[src/hdl/lbm_pkg.sv]
// Package for the link bandwidth meter.
// Holds the item types and the fixed field widths; no dependencies.
`default_nettype none

package lbm_pkg;

    localparam int BYTES_W = 16;
    localparam int TIME_W  = 48;
    localparam int RATE_W  = 40;
    localparam int COUNT_W = 32;
    localparam int FILL_W  = 7;
    localparam int SCALE_W = 18;

    // bytes per microsecond to kB/s with 8 fraction bits
    localparam logic [SCALE_W-1:0] RATE_SCALE = 18'd256000;

    localparam logic [RATE_W-1:0]  RATE_MAX  = {RATE_W{1'b1}};
    localparam logic [COUNT_W-1:0] COUNT_MAX = {COUNT_W{1'b1}};
    localparam logic [TIME_W-1:0]  TOTAL_MAX = {TIME_W{1'b1}};

    typedef struct packed {
        logic [BYTES_W-1:0] packet_bytes;
        logic [TIME_W-1:0]  arrival_us;
    } pkt_item_t;

    typedef struct packed {
        logic [RATE_W-1:0]  instant_rate;
        logic [RATE_W-1:0]  average_rate;
        logic [RATE_W-1:0]  peak_rate;
        logic [COUNT_W-1:0] packet_count;
        logic [TIME_W-1:0]  byte_total;
        logic [FILL_W-1:0]  window_fill;
    } rpt_item_t;

    typedef struct packed {
        logic [BYTES_W-1:0] packet_bytes;
        logic [TIME_W-1:0]  arrival_us;
        logic [COUNT_W-1:0] packet_count;
        logic [TIME_W-1:0]  byte_total;
    } queue_item_t;

endpackage

`default_nettype wire

[src/hdl/lbm_front.sv]
// Front end: accepts packet items, keeps the saturating totals and
// queues items for the back end in a two-entry queue. Depends on lbm_pkg.
`default_nettype none

module lbm_front (
    input  wire logic                  clk,
    input  wire logic                  rst_n,
    input  wire logic                  pkt_valid,
    output logic                       pkt_stall,
    input  wire lbm_pkg::pkt_item_t    pkt,
    output logic                       q_valid,
    input  wire logic                  q_pop,
    output lbm_pkg::queue_item_t       q_item
);

    lbm_pkg::queue_item_t       ent_reg [2];
    logic                       wptr_reg;
    logic                       rptr_reg;
    logic [1:0]                 cnt_reg;
    logic [lbm_pkg::COUNT_W-1:0] count_reg;
    logic [lbm_pkg::TIME_W-1:0] total_reg;
    logic [lbm_pkg::COUNT_W-1:0] count_next;
    logic [lbm_pkg::TIME_W-1:0] total_next;
    logic [lbm_pkg::TIME_W:0]   total_sum;
    logic                       push;
    logic                       pop;

    assign pkt_stall = (cnt_reg == 2'd2);
    assign push      = pkt_valid && !pkt_stall;
    assign q_valid   = (cnt_reg != 2'd0);
    assign pop       = q_pop && q_valid;
    assign q_item    = ent_reg[rptr_reg];

    assign total_sum  = {1'b0, total_reg} + (lbm_pkg::TIME_W + 1)'(pkt.packet_bytes);
    assign total_next = total_sum[lbm_pkg::TIME_W] ? lbm_pkg::TOTAL_MAX
                                                   : total_sum[lbm_pkg::TIME_W-1:0];
    assign count_next = (count_reg == lbm_pkg::COUNT_MAX) ? count_reg : count_reg + 1'b1;

    always_ff @(posedge clk or negedge rst_n)
    begin
        if (!rst_n)
        begin
            wptr_reg  <= 1'b0;
            rptr_reg  <= 1'b0;
            cnt_reg   <= 2'd0;
            count_reg <= '0;
            total_reg <= '0;
        end
        else
        begin
            if (push)
            begin
                wptr_reg  <= !wptr_reg;
                count_reg <= count_next;
                total_reg <= total_next;
            end
            if (pop)
            begin
                rptr_reg <= !rptr_reg;
            end
            cnt_reg <= cnt_reg + {1'b0, push} - {1'b0, pop};
        end
    end

    always_ff @(posedge clk)
    begin
        if (push)
        begin
            ent_reg[wptr_reg] <= '{packet_bytes: pkt.packet_bytes,
                                   arrival_us:   pkt.arrival_us,
                                   packet_count: count_next,
                                   byte_total:   total_next};
        end
    end

endmodule

`default_nettype wire

[config.mk]
export PLATFORM = sky130hd
export DESIGN_NAME = lbm_front
export DESIGN_NICKNAME = d
export VERILOG_FILES = /design/src/hdl/lbm_pkg.sv /design/src/hdl/lbm_front.sv
export SDC_FILE = /design/constraint.sdc
export NUM_CORES = 1
export LEC_CHECK = 0
export BUFFER_PORTS_ARGS = -buffer_cell sky130_fd_sc_hd__buf_2
export CAP_MARGIN = 15
export CELL_PAD_IN_SITES_DETAIL_PLACEMENT = 0
export CELL_PAD_IN_SITES_GLOBAL_PLACEMENT = 1
export CORE_UTILIZATION = 51
export DETAILED_ROUTE_END_ITERATION = 7
export PLACE_DENSITY = 0.93
export SLEW_MARGIN = 10
export SYNTH_ARGS = -nofsm -noshare
export SYNTH_HDL_FRONTEND = slang
export SYNTH_SLANG_ARGS = --single-unit
[constraint.sdc]
create_clock -name clk -period 11.9 [get_ports clk]
set_input_delay 0 -clock clk [delete_from_list [all_inputs] [get_ports clk]]
set_output_delay 0 -clock clk [all_outputs]
set_load 0.01 [all_outputs]
# After elaboration in Yosys (flattened, before gate mapping)
# Memory sizes are Yosys's and may differ from the RTL's.
# Index checks and enable logic that the tools add are counted.
# totals
word_cells	22
ff_bits	84
output_inout_bits	146
mem_bits_rw	288
n_memories	1
# mem_list
name	words	word_bits	rd	rd_clocked_by_memory_dff	wr	line	source
ent_reg	2	144	1	0	1	lbm_front.sv:16	lbm_pkg::queue_item_t ent_reg [2];
# op_classes
n_reduce_logical	6
muxes	4
add_sub_neg	4
eq_ne	2
# ops
operator	n
$add A48 B16 Y49	1
$mux W48	1
$add A32 B1 Y32 const B	1
$eq A32 B32 Y1 const B	1
$mux W32	1
$logic_not A1 Y1	3
$add A2 B1 Y2	1
$eq A2 B2 Y1 const B	1
$logic_and A1 B1 Y1	2
$mux W1	2
$reduce_bool A2 Y1	1
$sub A2 B1 Y2	1

# Depth between registers and ports, before layout
# Gate-level depths: netlist of run 1.
# logic_depth
depth_word	5
depth_mapped	11
mapped_depth_nobuf	9

# Worst setup path after synthesis of run 1
# Ideal clock, no wire load.
# synth_timing
kind	register to register
from	reg cnt_reg[1]
to	mem ent_reg[0][0] in the netlist's numbering, enable pin
path_stages_with_launch	7
synth_period_minus_slack_ps	8037
setup_ps	650
arrival_time_ps	7387
path_slack_ps	3863
path_cell_list	dfrtp_1 nand2b_1 and2_1 clkbuf_1 clkinv_1 clkbuf_1 nor2_1
# synth_between
elab_chain_len	5
# synth_rtl
item	line	source
start: declaration	lbm_front.sv:19	logic [1:0] cnt_reg;
start signal: assignment	lbm_front.sv:61	cnt_reg <= cnt_reg + {1'b0, push} - {1'b0, pop};
$eq A2 B2 Y1	lbm_front.sv:28	assign pkt_stall = (cnt_reg == 2'd2);
$logic_not A1 Y1	lbm_front.sv:29	assign push = pkt_valid && !pkt_stall;
$logic_and A1 B1 Y1	lbm_front.sv:29	
$mux W1	lbm_front.sv:67	if (push)
$mux W1 (implied by the code)	lbm_front.sv:69	ent_reg[wptr_reg] <= '{packet_bytes: pkt.packet_bytes,
end: declaration	lbm_front.sv:16	
# Every way passes these cells.

# Worst setup path after layout of run 1
# layout_timing
from	reg cnt_reg[1]
to	mem ent_reg[0][35] in the netlist's numbering, enable pin
# Same word-level chain as after synthesis.

==> flow_summary.yaml, run 1 <==
status:
  status: "complete, no violations"
yosys:
  synth-seq-cells: 372
  yosysMostFrequentCell: "edfxtp_1"
  synth_top_area_cell: "edfxtp_1"
  ys_types: 63
  seq_area_frac_synth: 0.655
  synthCells: 1170
  synth.cell_area_mm2: 0.0164
  synth_area_leaders: "edfxtp_1 53%, dfrtp_1 13%, mux2_2 11%, xnor2_1 3.0%, nand2_1 2.6%"
  synthArstFlopShare: 0.226
  netlist.area_leader.share: 0.527
  synth_ff_type: "edfxtp_1"
  synth_fp_nets: 1258
  avgSynthCellArea_um2: 14.0
  ys_top_cells_by_count: "288 x edfxtp_1, 164 x mux2_2, 114 x nand2_1, 85 x nor2_1, 84 x dfrtp_1"
  synth_edf_count: 288
  ys_warn_count: 0
final_layout:
  final_nets: 1538
  n_antenna_cell: 0
  fin_area_mm2: 0.0197
  largest_register_ff_count: 288
  area_delta_synth_final_pct: 20.2
  drive_gt1_frac: 0.325
  fillers: 2307
placed_design:
  place_hpwl_mm: 22.4
  portBuffers: 213
  placed_area_mm2: 0.0178
  routabilityCongestion: 0.863
pwr:
  ir_drop_mv: 0.140
  leakage_nw: 7.64
  power_density_mw_per_mm2: 233
critical_path:
  reg2reg_depth: 6
  arrival_ns: 4.26
  crit_fanout: 67
  rrSetupSlack_ns: 7.78
  startpoint_type: "register"
  critPathKind: "reg2reg"
  worstSetupEndpointType: "register"
  cp.required_ns: 12.04
global_route:
  grt_max_degree: 80
  use_met3: 0.0337
  grt_overflow: 0
  grt_pass1_vias: 10500
  use_met2: 0.355
  busiest_layer: "met2"
  grt_usage: 0.217
  antenna_found_initial: 0
  use_met1: 0.296
  grt_first_pass_wirelength_mm: 56.6
drt:
  vias: 10500
  drc: 0
  post_drt_wl_per_cell_um: 19.1
  dr.first_iter.drc_count: 758
  routed_wl_mm: 35.8
  drtPass1Iterations: 5
  ant_nets: 0
  via_per_inst: 5.58
clocking:
  clkLatencyLatePin_ns: 0.52
  cts.htree.levels: 2
  root_buffer: "clkbuf_16"
  numCtsBuffers: 39
  clock-sinks: 372
  clk_path_buf_depth: 3
  clkSlewWorstSetupHoldPaths_ns: 0.06
  cts_tree: "built"
floorplanning:
  die_height_um: 181
  core_area_mm2: 0.0316
  die_w_um: 181
  io_pins: 214
  die_area_mm2: 0.0329
  row_count: 65
  initial_core_util: 0.519
sta:
  setup_tns_ns: 0
  fmax_mhz: 243
  fin_skew_ns: 0.0111
  period_share: 0.346
  finalSetupViolations: 0
  worst-slew-pin-transition_ns: 1.09
  maxSlewHeadroom: 0.275
  hold_viol: 0
  period_needed_ns: 4.12
  rsz0062_at_grt: "no"
  slew_violations: 0
hold_path:
  hold_depth: 2
  hold_class: "in2reg"
flow_run:
  maxCapViolCount: 0
[cell families (layout without fill, tap and decap cells)]
family,Yosys count,count (layout),synth area share
AO/OA/AOI/OAI,120,120,0.0467
XOR/XNOR,89,89,0.0475
adder cells (fa/ha/maj),20,20,0.0157
buffers and inverters,66,375,0.0191
flip-flops,372,372,0.655
multiplexers,166,166,0.114
AND/OR/NAND/NOR,337,337,0.102
[critical path: stages, from the launching register on]
cell      delay (ns)
dfrtp_1         0.41
nand2b_1        0.13
and2_2          0.74
clkinv_1        0.83
nor2_4          0.26
buf_4           0.50
buf_4           0.78
[repair_timing]
| item | CTS | global route |
|---|---|---|
| setup endpoints to repair | 0 | 0 |
| endpoints found under the hold margin | 216 | 0 |
| hold buffers | 67 | 0 |
| resized for setup | 0 | 0 |
| setup buffers | 0 | 0 |
[power breakdown]
| part | switching [mW] | internal [mW] | leakage (nW) | total, mW |
|---|---|---|---|---|
| Sequential | 0.163 | 1.81 | 3.74 | 1.98 |
| Combinational | 0.824 | 0.624 | 3.29 | 1.45 |
| Clock | 0.497 | 0.679 | 0.610 | 1.18 |
[per-layer routing]
layer	wire length (µm)	up-vias
met1	15200	5176
met5	0	-
met4	1160	0
met3	2270	72
li1	-	4893
met2	17200	361
[cell type report]
cell class	count	area [µm²]	area share
inverter	17	63.8	0.00324
clock inverter	24	190	0.00965
timing repair buffer	288	1800	0.0912
clock buffer	46	1050	0.0534
multi-input combinational	732	5360	0.272
tap	402	503	0.0255
sequential	372	10800	0.545
[per-stage QoR]
step	worst slack [ns]	hold slack [ns]	power, mW	cells	util
after floorplan	3.86	-0.296	2.97	1170	-
after global placement	7.83	-0.176	3.38	1744	0.563
after detailed placement	7.72	-0.175	3.42	1744	0.563
after CTS	7.73	0.182	4.62	1881	0.623
after global routing	7.38	0.191	4.84	1881	0.623
final	7.78	0.167	4.60	1881	0.623
[worst paths after layout]
kind                               from        endpoint
min in group asynchronous         rst_n   count_reg[28]
max reg2reg                  cnt_reg[1]  ent_reg[0][35]
min                           pkt_valid  ent_reg[1][43]
max in group asynchronous         rst_n        rptr_reg
max                          cnt_reg[1]  ent_reg[0][35]
min reg2reg                total_reg[0]    total_reg[0]
[layout by cell type, fill, tap and decap left out, types with 5 or more instances in the layout]
cell and instances:
o21ai_0 13, a21o_1 5, and3_1 12, clkinv_2 10
clkinv_1 5, nand4_1 27, nor3_1 18, or3_1 5
nor2_1 84, nand3_1 33, xnor2_1 56, dlygate4sd3_1 67
inv_1 16, buf_4 9, or2_2 5, a31oi_1 26
xor2_1 33, a21oi_1 42, nand2_1 114, clkbuf_16 39
clkbuf_8 5, mux2_2 164, ha_1 19, edfxtp_1 288
nand2b_1 5, buf_2 212, dfrtp_1 83
Power figures use the tool's default switching activity.
==> run 2: changes to the inputs <==
CORE_UTILIZATION = 48   (was 51)
PLACE_DENSITY = 0.89   (was 0.93)
clock period = 4.2 ns   (was 11.9 ns; I/O delays follow)
==> run 2 against run 1 <==
Compared with the run above:
- global-route usage shrank 1.5 points
- sequential cell count stayed put
- clock skew hardly changed
- non-clock buffer count increased by 2
- count of clock-buffer cells in the layout grew 8
- sequential share of layout area is 0.38 points lower
- via count down 1.4%
- critical path depth is 3 higher
- cell count up 2.7%
- hold slack got worse by 0.092 ns
==> flow_summary.yaml, run 2 (synthesis results as in run 1) <==
placed_design:
  place_hpwl_mm: 22.3
  dp.cells: 1793
  portBuffers: 213
  routabilityCongestion: 0.871
  dpl_worst_slack_ns: 1.10
  placed_area_mm2: 0.0179
status:
  status: "complete, no violations"
critical_path:
  startpoint_type: "register"
  cp.required_ns: 4.48
  r2r-start: "total_reg[0]"
  crit_fanout: 32
  worstSetupEndpointType: "register"
  critPathKind: "reg2reg"
  crit_start: "total_reg[0]"
  arrival_ns: 3.41
drt:
  dr.first_iter.drc_count: 719
  vias: 10400
  via_per_inst: 5.36
  routed_wl_mm: 35.3
  post_drt_wl_per_cell_um: 18.3
  ant_nets: 0
  drtPass1Iterations: 5
  drc: 0
clocking:
  clkSlewWorstSetupHoldPaths_ns: 0.06
  cts_setup_buffers: 0
  clk_path_buf_depth: 3
  clock-sinks: 372
  cts_tree: "built"
  numCtsBuffers: 39
  clkLatencyLatePin_ns: 0.54
  cts.htree.levels: 2
  root_buffer: "clkbuf_16"
pwr:
  ir_drop_mv: 0.334
  power_density_mw_per_mm2: 662
  finalPower_mw: 13.1
  leakage_nw: 7.67
floorplanning:
  row_count: 67
  die_w_um: 187
  initial_core_util: 0.488
  die_area_mm2: 0.0349
  core_area_mm2: 0.0336
  die_height_um: 187
  io_pins: 214
global_route:
  grt_usage: 0.202
  antenna_found_initial: 0
  grt_overflow: 0
  grt_max_degree: 92
  grt_first_pass_wirelength_mm: 56.1
  grt_pass1_vias: 10500
final_layout:
  drive_gt1_frac: 0.320
  mostFrequentLayoutCell: "edfxtp_1"
  final_cell_mix: "288 x edfxtp_1, 212 x buf_2, 164 x mux2_2"
  fin_area_mm2: 0.0199
  fillers: 2615
  regArea_mm2: 0.0108
  n_antenna_cell: 0
  largest_register_ff_count: 288
  area_delta_synth_final_pct: 21.1
  multiInputGateArea_mm2: 0.00536
  final_nets: 1540
  stdcell_count: 1931
sta:
  rsz0062_at_grt: "no"
  finalSetupViolations: 0
  fmax_mhz: 320
  slew_violations: 0
  worst-slew-pin-transition_ns: 1.16
  maxSlewHeadroom: 0.224
  period_share: 0.745
  setup_tns_ns: 0
  fin_skew_ns: 0.0114
  period_needed_ns: 3.13
  worst_slack_ns: 1.07
  hold_viol: 0
hold_path:
  hold_class: "in2async"
flow_run:
  maxCapViolCount: 0
run 2: cell count changes in the layout (fill, tap and decap cells not counted), moves of 2 or more:
cell and change:
buf_12 +3, bufinv_16 +2, clkbuf_8 -3, clkinvlp_4 -3, clkbuf_1 +10, clkinv_2 -4, clkinv_4 -2
run 2: where the power goes:
| group | internal (mW) | switching, mW |
|---|---|---|
| sequential | 5.13 | 0.448 |
| combinational | 1.80 | 2.33 |
| clock | 2.04 | 1.39 |
| total | 8.98 | 4.17 |
run 2: routing by layer:
layer	GRT usage	vias to the layer above	wire [µm]	part of all wire
li1	-	4906	-	-
met1	0.266	5085	15500	0.44
met2	0.345	315	17200	0.49
met3	0.0368	47	2050	0.058
met4	0.0530	0	621	0.018
met5	0	-	0	0
run 2: final timing paths:
kind	to	cells past startpoint	slack [ns]
min in group clk	ent_reg[0][115]	2	0.19
max reg2reg	ent_reg[0][18]	9	1.07
max	ent_reg[0][18]	9	1.07
min	count_reg[23]	2	0.08
max in group asynchronous	total_reg[19]	3	3.12
min reg2reg	total_reg[0]	2	0.48
run 2: metrics by stage:
step / utilization / hold slack [ns]
2_1_floorplan: - / -0.296
3_3_place_gp: 0.533 / 0.0931
3_5_place_dp: 0.533 / 0.0925
4_1_cts: 0.591 / 0.102
5_1_grt: 0.591 / 0.131
6_report: 0.591 / 0.0758
run 2: layout make-up:
type                    count  area share
well taps                 448      0.0282
clock inverters            18      0.0101
inverters                  17     0.00321
clock buffers              54      0.0541
repair buffers            290      0.0931
flip-flops and latches    372       0.542
multi-input cells         732       0.270
run 2: timing repair:
item	in CTS	in global routing
hold buffers	66	0
setup endpoints to repair	0	0
endpoints found under the hold margin	179	0
resized for setup	0	0
run 2: critical path, stage by stage (launching register included):
cell	delay, ns
dfrtp_1	0.38
ha_1	0.21
fa_1	0.41
a21o_1	0.22
a221oi_2	0.42
a2bb2oi_2	0.30
a21o_1	0.20
buf_4	0.32
nand2_1	0.11
mux2_2	0.28
==> run 3: changes to the inputs <==
clock period = 3.2 ns   (was 4.2 ns; I/O delays follow)
==> run 3 against run 2 <==
Compared with the run above:
- hold slack lost 0.015 ns
- maximum frequency grew 3.9%
- global-route usage shrank 0.15 points
- register-to-register slack lost 0.88 ns
- critical path depth grew 1
- die area is the same
- combinational power grew 35%
- total power grew 31%
- count of clock-buffer cells in the layout shrank 8
- largest cell class unchanged
- largest power group unchanged
- highest routed layer unchanged
==> flow_summary.yaml, run 3 (synthesis results as in run 1) <==
final_layout:
  fin_area_mm2: 0.0200
  final_nets: 1548
  drive_gt1_frac: 0.328
  final_cell_mix: "288 x edfxtp_1, 212 x buf_2, 164 x mux2_2"
  largest_register_ff_count: 288
  mostFrequentLayoutCell: "edfxtp_1"
  fillers: 2562
  fin_util: 0.594
  area_delta_synth_final_pct: 21.8
  n_antenna_cell: 0
flow_run:
  maxCapViolCount: 0
sta:
  slew_violations: 0
  maxSlewHeadroom: 0.484
  hold_viol: 0
  finalSetupViolations: 0
  worst-slew-pin-transition_ns: 0.774
  period_needed_ns: 3.01
  fin_skew_ns: 0.0214
  period_share: 0.941
  fmax_mhz: 332
  rsz0062_at_grt: "no"
floorplanning:
  die_height_um: 187
  initial_core_util: 0.488
  die_area_mm2: 0.0349
  io_pins: 214
  die_w_um: 187
  core_area_mm2: 0.0336
  row_count: 67
placed_design:
  placed_area_mm2: 0.0180
  routabilityCongestion: 0.864
  place_hpwl_mm: 22.7
  portBuffers: 213
drt:
  routed_wl_mm: 35.1
  dr.first_iter.drc_count: 751
  ant_nets: 0
  post_drt_wl_per_cell_um: 18.1
  drc: 0
  vias: 10400
  drtPass1Iterations: 5
  via_per_inst: 5.39
pwr:
  finalPower_mw: 17.3
  pwr-share-comb: 0.323
  p_switching_mw: 5.46
  swShare: 0.316
  ir_drop_mv: 0.511
  clkPwrFrac: 0.260
  leakage_nw: 7.74
  internal-power_mw: 11.8
  power_density_mw_per_mm2: 864
  p_seq_frac: 0.417
critical_path:
  worstSetupEndpointType: "register"
  crit_fanout: 24
  cp.required_ns: 3.46
  crit_slowest_cell: "fa_1"
  slowest_delay_ns: 0.42
  crit_chain: "ha_1 > fa_1 > a21o_1 > a221oi_2 > buf_4 > a2bb2oi_2 > a21o_1 > buf_12 > nand2_1 > mux2_1"
  cp_common_cell: "a21o_1"
  critPathKind: "reg2reg"
  crit_family: "compound AO/OA/AOI/OAI gates"
  arrival_ns: 3.27
  startpoint_type: "register"
  path_buf_inv: 2
global_route:
  grt_usage: 0.201
  grt_overflow: 0
  grt_max_degree: 91
  grt_pass1_vias: 10500
  antenna_found_initial: 0
  grt_first_pass_wirelength_mm: 56.1
clocking:
  clock-sinks: 372
  clk_path_buf_depth: 3
  numCtsBuffers: 39
  cts_tree: "built"
  clkSlewWorstSetupHoldPaths_ns: 0.06
  cts.htree.levels: 2
  clkLatencyLatePin_ns: 0.52
  cts_resized: 0
  root_buffer: "clkbuf_16"
hold_path:
  hold_class: "in2async"
status:
  status: "complete, no violations"
[run 3: changes by cell type in the layout (fill, tap and decap cells not counted), sizes merged]
cell      change
buf           +8
clkbuf        -8
clkinv        +5
clkinvlp      +1
[run 3: per-stage QoR]
step	hold slack, ns	cells	TNS [ns]	worst slack (ns)
3_5_place_dp	0.0765	1801	0	0.215
2_1_floorplan	-0.296	1170	-48.63	-0.338
6_report	0.0605	1937	0	0.187
5_1_grt	0.0671	1937	0	0.0471
4_1_cts	0.0467	1937	0	0.184
3_3_place_gp	0.0659	1801	0	0.282
[run 3: per-layer routing]
layer / part of all wire / up-vias / GRT usage
li1: - / 4918 / -
met1: 0.43 / 5129 / 0.264
met2: 0.49 / 332 / 0.339
met3: 0.060 / 58 / 0.0403
met4: 0.021 / 0 / 0.0526
met5: 0 / - / 0
[run 3: worst paths after layout]
check                        startpoint  slack (ns)              to  depth (start not counted)
setup / recovery           total_reg[0]        0.19  ent_reg[1][46]                         10
hold / removal                    rst_n        0.06   count_reg[30]                          2
setup reg to reg           total_reg[0]        0.19  ent_reg[1][46]                         10
hold reg to reg            total_reg[0]        0.48    total_reg[0]                          2
max in group asynchronous         rst_n        2.37        rptr_reg                          3
min in group clk              pkt_valid        0.06  ent_reg[1][61]                          2
[run 3: worst register-to-register path, delay by kind of cell (launching register included)]
family | cells | cell delay (ns)
compound gates | 4 | 0.99
fa+ha+maj | 2 | 0.63
buf+inv | 2 | 0.38
flops | 1 | 0.38
mux | 1 | 0.30
simple gates | 1 | 0.09
[run 3: cell type report]
| cell class | instances | area [µm²] | share of cell area |
|---|---|---|---|
| clock buffers | 46 | 1050 | 0.0528 |
| multi-input cells | 732 | 5360 | 0.268 |
| flip-flops and latches | 372 | 10800 | 0.538 |
| well taps | 448 | 561 | 0.0281 |
| clock inverters | 24 | 225 | 0.0113 |
| inverters | 17 | 76.3 | 0.00382 |
| repair buffers | 298 | 1950 | 0.0975 |
[run 3: power by group through the flow]
stage | combinational (mW) | sequential (mW) | clock (mW)
global route | 6.07 | 7.31 | 4.78
finish | 5.57 | 7.20 | 4.49
CTS | 5.65 | 7.20 | 4.59
detailed placement | 5.54 | 7.30 | 0
global placement | 5.48 | 7.22 | 0
floorplan | 3.84 | 7.13 | 0
[run 3: timing repair]
| action | 4_1_cts | 5_1_grt |
|---|---|---|
| hold endpoints to repair | 174 | 0 |
| hold buffers | 66 | 0 |
| buffers inserted | 0 | 0 |
